$ cat config.mk
export PLATFORM = sky130hd
export DESIGN_NAME = prst_ctrl
export DESIGN_NICKNAME = d
export VERILOG_FILES = /design/src/rtl/core/persistent_range_sum_tree_defines.svh /design/src/rtl/core/prst_pkg.sv /design/src/rtl/core/prst_ctrl.sv
export SDC_FILE = /design/constraint.sdc
export NUM_CORES = 1
export LEC_CHECK = 0
export BUFFER_PORTS_ARGS = -buffer_cell sky130_fd_sc_hd__buf_2
export CORE_AREA = 3 3 45 47
export CTS_CLUSTER_DIAMETER = 30
export DETAILED_ROUTE_END_ITERATION = 12
export DIE_AREA = 0 0 48 50
export PLACE_DENSITY = 0.75
export SLEW_MARGIN = 5
export SYNTH_ARGS = -nofsm -noshare
export SYNTH_HDL_FRONTEND = slang
export SYNTH_SLANG_ARGS = --single-unit
$ cat constraint.sdc
create_clock -name clk -period 5.42 [get_ports clk]
set_clock_uncertainty 0.1 [all_clocks]
set_input_delay 1.084 -clock clk [delete_from_list [all_inputs] [get_ports clk]]
set_output_delay 1.084 -clock clk [all_outputs]
set_load 0.05 [all_outputs]
$ cat src/rtl/core/persistent_range_sum_tree_defines.svh
// Assertion macros shared by the range-sum tree RTL.
// Depends on a clock named clk and a reset named rst in the including scope.
`ifndef PERSISTENT_RANGE_SUM_TREE_DEFINES_SVH
`define PERSISTENT_RANGE_SUM_TREE_DEFINES_SVH

// Same-cycle implication.
`define PRST_ASSERT_IMPL(lbl, ante, cons) \
  lbl: assert property (@(posedge clk) disable iff (rst) (ante) |-> (cons)) \
    else $error("prst assertion failed");

// Next-cycle implication.
`define PRST_ASSERT_NEXT(lbl, ante, cons) \
  lbl: assert property (@(posedge clk) disable iff (rst) (ante) |=> (cons)) \
    else $error("prst assertion failed");

`endif

$ cat src/rtl/core/prst_pkg.sv
// Package for the persistent range-sum tree: sizes, codes and the
// transfer, node, command and status types. No dependencies.
package prst_pkg;

  localparam int LEAVES       = 1024;
  localparam int LEVELS       = $clog2(LEAVES);
  localparam int PATH_NODES   = LEVELS + 1;
  localparam int LVL_W        = $clog2(PATH_NODES + 1);
  localparam int POOL_NODES   = 65536;
  localparam int NODE_W       = $clog2(POOL_NODES);
  localparam int FREE_W       = NODE_W + 1;
  localparam int MAX_VERSIONS = 1024;
  localparam int VER_W        = $clog2(MAX_VERSIONS);
  localparam int VCNT_W       = VER_W + 1;
  localparam int TOT_W        = 64;

  typedef enum logic [1:0] {
    REQ_SET  = 2'd0,
    REQ_SUM  = 2'd1,
    REQ_COPY = 2'd2,
    REQ_NONE = 2'd3
  } req_kind_t;

  typedef enum logic [1:0] {
    ST_OK          = 2'd0,
    ST_POOL_FULL   = 2'd1,
    ST_BAD_VERSION = 2'd2,
    ST_TABLE_FULL  = 2'd3
  } status_t;

  typedef struct packed {
    logic [1:0]         req_type;
    logic [9:0]         version;
    logic [9:0]         position;
    logic [10:0]        range_end;
    logic signed [31:0] value;
  } req_t;

  typedef struct packed {
    logic signed [63:0] range_total;
    logic [9:0]         new_version;
    logic [1:0]         status;
  } rsp_t;

  typedef struct packed {
    logic [TOT_W-1:0]  total;
    logic [NODE_W-1:0] left;
    logic [NODE_W-1:0] right;
  } node_t;

  typedef struct packed {
    logic             load_req;
    logic             desc_start;
    logic             start_pass;
    logic             desc_step;
    logic             pass_end;
    logic             wr_step;
    logic             wr_last;
    logic             do_copy;
    logic             set_res;
    status_t          res_code;
    logic             out_load;
    logic [LVL_W-1:0] lvl;
  } cmd_t;

  typedef struct packed {
    req_kind_t kind;
    logic      ver_ok;
    logic      pool_ok;
    logic      table_ok;
    logic      out_free;
  } sts_t;

endpackage

$ cat src/rtl/core/prst_ctrl.sv
// Controller for the range-sum tree: request sequencing and level counting.
// Depends on prst_pkg.
module prst_ctrl (
  input  logic           clk,
  input  logic           rst,
  input  logic           req_valid,
  output logic           req_stall,
  input  prst_pkg::sts_t sts,
  output prst_pkg::cmd_t cmd
);
  import prst_pkg::*;

  typedef enum logic [5:0] {
    S_IDLE  = 6'b000001,
    S_ROOT  = 6'b000010,
    S_DISP  = 6'b000100,
    S_DESC  = 6'b001000,
    S_WRITE = 6'b010000,
    S_FIN   = 6'b100000
  } state_t;

  localparam logic [LVL_W-1:0] LAST_LVL = LVL_W'(LEVELS);

  state_t           state, state_next;
  logic [LVL_W-1:0] lvl, lvl_next;
  logic             pass, pass_next;

  always_comb begin
    state_next = state;
    lvl_next   = lvl;
    pass_next  = pass;
    cmd        = '0;
    cmd.lvl    = lvl;
    req_stall  = (state != S_IDLE);
    unique case (state)
      S_IDLE: begin
        if (req_valid) begin
          cmd.load_req = 1'b1;
          state_next   = S_ROOT;
        end
      end
      S_ROOT: state_next = S_DISP;
      S_DISP: begin
        lvl_next   = '0;
        pass_next  = 1'b0;
        state_next = S_FIN;
        priority if (sts.kind != REQ_NONE && !sts.ver_ok) begin
          cmd.set_res  = 1'b1;
          cmd.res_code = ST_BAD_VERSION;
        end else if (sts.kind == REQ_SET) begin
          if (!sts.pool_ok) begin
            cmd.set_res  = 1'b1;
            cmd.res_code = ST_POOL_FULL;
          end else begin
            cmd.desc_start = 1'b1;
            state_next     = S_DESC;
          end
        end else if (sts.kind == REQ_SUM) begin
          cmd.desc_start = 1'b1;
          state_next     = S_DESC;
        end else if (sts.kind == REQ_COPY) begin
          if (!sts.table_ok) begin
            cmd.set_res  = 1'b1;
            cmd.res_code = ST_TABLE_FULL;
          end else begin
            cmd.do_copy = 1'b1;
          end
        end else begin
          cmd.set_res  = 1'b0;
        end
      end
      S_DESC: begin
        cmd.desc_step = 1'b1;
        if (lvl == LAST_LVL) begin
          lvl_next = '0;
          if (sts.kind == REQ_SET) begin
            state_next = S_WRITE;
          end else if (!pass) begin
            cmd.pass_end   = 1'b1;
            cmd.desc_start = 1'b1;
            cmd.start_pass = 1'b1;
            pass_next      = 1'b1;
          end else begin
            state_next = S_FIN;
          end
        end else begin
          lvl_next = lvl + 1'b1;
        end
      end
      S_WRITE: begin
        cmd.wr_step = 1'b1;
        if (lvl == LAST_LVL) begin
          cmd.wr_last = 1'b1;
          lvl_next    = '0;
          state_next  = S_FIN;
        end else begin
          lvl_next = lvl + 1'b1;
        end
      end
      S_FIN: begin
        if (sts.out_free) begin
          cmd.out_load = 1'b1;
          state_next   = S_IDLE;
        end
      end
      default: state_next = S_IDLE;
    endcase
  end

  always_ff @(posedge clk) begin
    if (rst) begin
      state <= S_IDLE;
      lvl   <= '0;
      pass  <= 1'b0;
    end else begin
      state <= state_next;
      lvl   <= lvl_next;
      pass  <= pass_next;
    end
  end

endmodule

==> impl_results.md <==
* Status: finished, final reports clean
* Final max-slew violation count at 0
* Number of detailed-route iterations in the first pass at 5
* Overall die area at around 2400 um^2
* DRC marker count from the first detailed-route iteration at 17
* Required time of the critical path at around 4.2 ns
* Worst r2r src: state[4]
* Number of vias per cell at 5.81
* Number of nets in the layout at about 130
* Average wire length per cell after detail routing at about 14 um
* CTS tree: yes
* Peak fanout along the critical path at 8
* Vertical die dimension at 50 um
* Switching Power at 0.130 mW
* Net count after synthesis at 104
* Static leakage at 0.425 nW
* Final setup violation count at 0
* Sequential Power Share at a little over a third
* Starting density of the core at roughly 48%
* Power Internal at 0.160 mW
* Post-synthesis sequential element count at 11
* Number of gates resized after cts at 0
* Worst Min Path Start: lvl[3]
* Post CTS Setup Buffer Count at 0
* Total routing usage reported by global routing at 17.5%
* Critical path's largest stage delay at 0.36 ns
* HP Class: flop to flop
* Floorplan die width at 48 um
* Clock period minus worst slack at approximately 3.5 ns
* Register area share after synthesis at 27.0%
* Critical path capture point type: output pin
* CP Class: input port to output pin
* Clock tree root driver cell: clkbuf_4
* EDFF count, synth at 0
* Depth of the critical timing path with buffers and inverters included at 6
* Worst max-slew margin expressed relative to the limit at around 70%
* Placed cell count at 129
* # IOs at 26
* Critical Path Start Type: input port
* Count of mapped cells out of synthesis at 93
* Total of warnings raised by yosys at 0
* First-pass GRT wire length at around 3000 um
* Inserted Clock Buffers at 3
* Asr flop ratio synth at 0%
* Category of cells accounting for the largest share of critical-path delay: simple AND/OR/NAND/NOR gates
* CP max-delay cell: or3_4
* Fin Hold WS at between 0.4 and 0.5 ns
* Inserted Diodes at 0
* Number of fillers in the final layout at between 150 and 200
* Clock Tree Buf Depth at 2
* Logic pwr share at 43.7%
* Row count at 15
* Routability cong. at ~0.8
* Portion of total power attributed to the clock network at between 20% and 30%
* Cts hold-fix bufs at 0
* Worst r2r path cells at 4
* Proportion of layout cells with a drive suffix above 1 at 32.8%
* Post-placement setup slack at approximately 1.9 ns
* Std-Cell Core Area at 1690 um^2
* Number of non-filler instances in the completed layout at 133
* Leading post-synthesis cells by cell area: dfxtp_1, nor2_1, bufbuf_16
* Largest area contributor in the synthesized netlist: dfxtp_1
* Achievable Freq at roughly 290 MHz
* Critical path launch point: sts[4]
* Final cycle utilization of the critical path at 64.4%
* Post-Synthesis Cell Area at approximately 800 um^2
* Detailed-route DRC error count at 0
* Vias in the first global route at slightly below 700
* Cell Pwr Density at about 320 nW/um^2
* Primary FF master, synth: dfxtp_1
* Critical path destination: cmd[14]
* Total of buffers placed on input and output ports at 25
* DRT antenna net count at 0
* Largest net degree at the start of global routing at 13
* Total clock sinks at 11
* RSZ-0062 raised after global routing: no
* Switching share of power at 44.9%
* H-tree Lvls at 1
* Worst skew pair latency at 0.28 ns
* Count of distinct cell types in the synthesized netlist at 39
* Setup_tns at 0 ns
* Bufs and invs on worst path at 2
* Number of endpoints with negative hold slack in the final report at 0
* Total gr overflow at 0
* Arrival time at the worst endpoint at 2.31 ns
* Capture instance of the worst register-to-register path: state[0]
* Worst setup slack after layout at about 1.9 ns
* Total number of vias at 773
* Aggregate routed wire length at 1920 um
* Antenna violations before repair at 0
* Clock slew seen by the registers of the worst setup and hold paths at 0.07 ns
* Worst-margin pin slew at between 0.4 and 0.5 ns
* Cell breakdown of the critical path: buf_2 -> nor2_1 -> or3_4 -> nor3_1 -> nand2b_1 -> buf_2
* IR Drop Worst-Case VDD at ~0.00027 V
* R2R setup slack at 3.41 ns
* Post-detailed-placement half-perimeter wirelength at 1450 um
* Avg Inst Size Synth at 8.77 um^2
* Area share of the leading cell type in the synthesized netlist at a little over a quarter
* Most used cell along the critical path: buf_2
* Area growth from synthesis to layout at 11.3%
* Max-cap violations at 0
* Power, Total at between 0.2 and 0.3 mW
==> cell usage in the layout (no fill, tap or decap), types with 2 or more instances in the layout <==
| cell | count |
|---|---|
| buf_2 | 25 |
| dfxtp_1 | 11 |
| nor2_1 | 10 |
| nand2_1 | 7 |
| inv_1 | 6 |
| nor4_1 | 5 |
| nand3b_1 | 4 |
| a21oi_1 | 4 |
| nand3_1 | 4 |
| nand2b_1 | 3 |
| nor3_1 | 3 |
| and3_1 | 3 |
| clkbuf_4 | 3 |
| nor4b_1 | 2 |
| and2b_2 | 2 |
| a311oi_1 | 2 |
| ha_1 | 2 |
==> synth_stat cells, types with 2 or more instances <==
library cell and instances:
ha_1 2, and2b_2 2, nor4_1 5, a21oi_1 4, nand2b_1 3, nand3_1 4, nand2_1 7, and3_1 3
nand3b_1 4, nor2_1 10, nor3_1 3, buf_4 2, a311oi_1 2, nor4b_1 2, inv_1 6, dfxtp_1 11
==> power by group through the flow <==
stage | Clock (mW) | Sequential, mW | Combinational [mW]
5_1_grt | 0.0636 | 0.106 | 0.137
2_1_floorplan | 0 | 0.103 | 0.106
6_report | 0.0587 | 0.104 | 0.127
4_1_cts | 0.0592 | 0.104 | 0.127
3_5_place_dp | 0 | 0.106 | 0.126
3_3_place_gp | 0 | 0.105 | 0.125
==> kinds of logic after synthesis <==
| family | Yosys count | synth area share, % |
|---|---|---|
| AOI/OAI and AO/OA | 15 | 17.3 |
| xor gates and xnor gates | 1 | 1.07 |
| adders and majority gates | 2 | 3.07 |
| buffers and inverters | 12 | 12.6 |
| DFF | 11 | 27.0 |
| muxes | 1 | 1.38 |
| and+or+nand+nor | 51 | 37.6 |
==> worst reg2reg max path, stage by stage, from the launching register on <==
cell and delay (ns):
dfxtp_1 0.38, or4b_4 0.55, or3_4 0.42, o2111ai_4 0.28
o311ai_1 0.15
==> flip-flops by register name (all words and copies together), names as in the netlist <==
| signal | flops |
|---|---|
| lvl | 4 |
| pass | 1 |
| state | 6 |
==> final cells by class <==
type                            instances  area [um^2]  area share [%]
Multi-Input combinational cell         70          493            54.3
Inverter                                6         22.5            2.48
Sequential cell                        11          220            24.2
Tap cell                               17         21.3            2.34
Clock buffer                            4         26.3            2.89
Timing Repair Buffer                   25          125            13.8
==> worst min path at each step <==
stage | end | cells after the start
after floorplan | state[2] | 2
final | lvl[3] | 1
after CTS | lvl[3] | 1
after global placement | lvl[3] | 1
after detailed placement | lvl[3] | 1
after global routing | lvl[3] | 1
==> layer usage <==
layer	track usage [%]	vias up	share of wire [%]
li1	-	386	-
met1	22.0	363	46
met2	26.9	20	48
met3	4.38	4	4.3
met4	8.07	0	1.8
met5	0	-	0
==> metrics by stage <==
| stage | util, % | instance area (um^2) |
|---|---|---|
| 6_report | 53.8 | 908 |
| 5_1_grt | 53.8 | 908 |
| 4_1_cts | 53.8 | 908 |
| 3_5_place_dp | 52.2 | 882 |
| 3_3_place_gp | 52.2 | 882 |
| 2_1_floorplan | - | 816 |
Power figures use the tool's default switching activity.
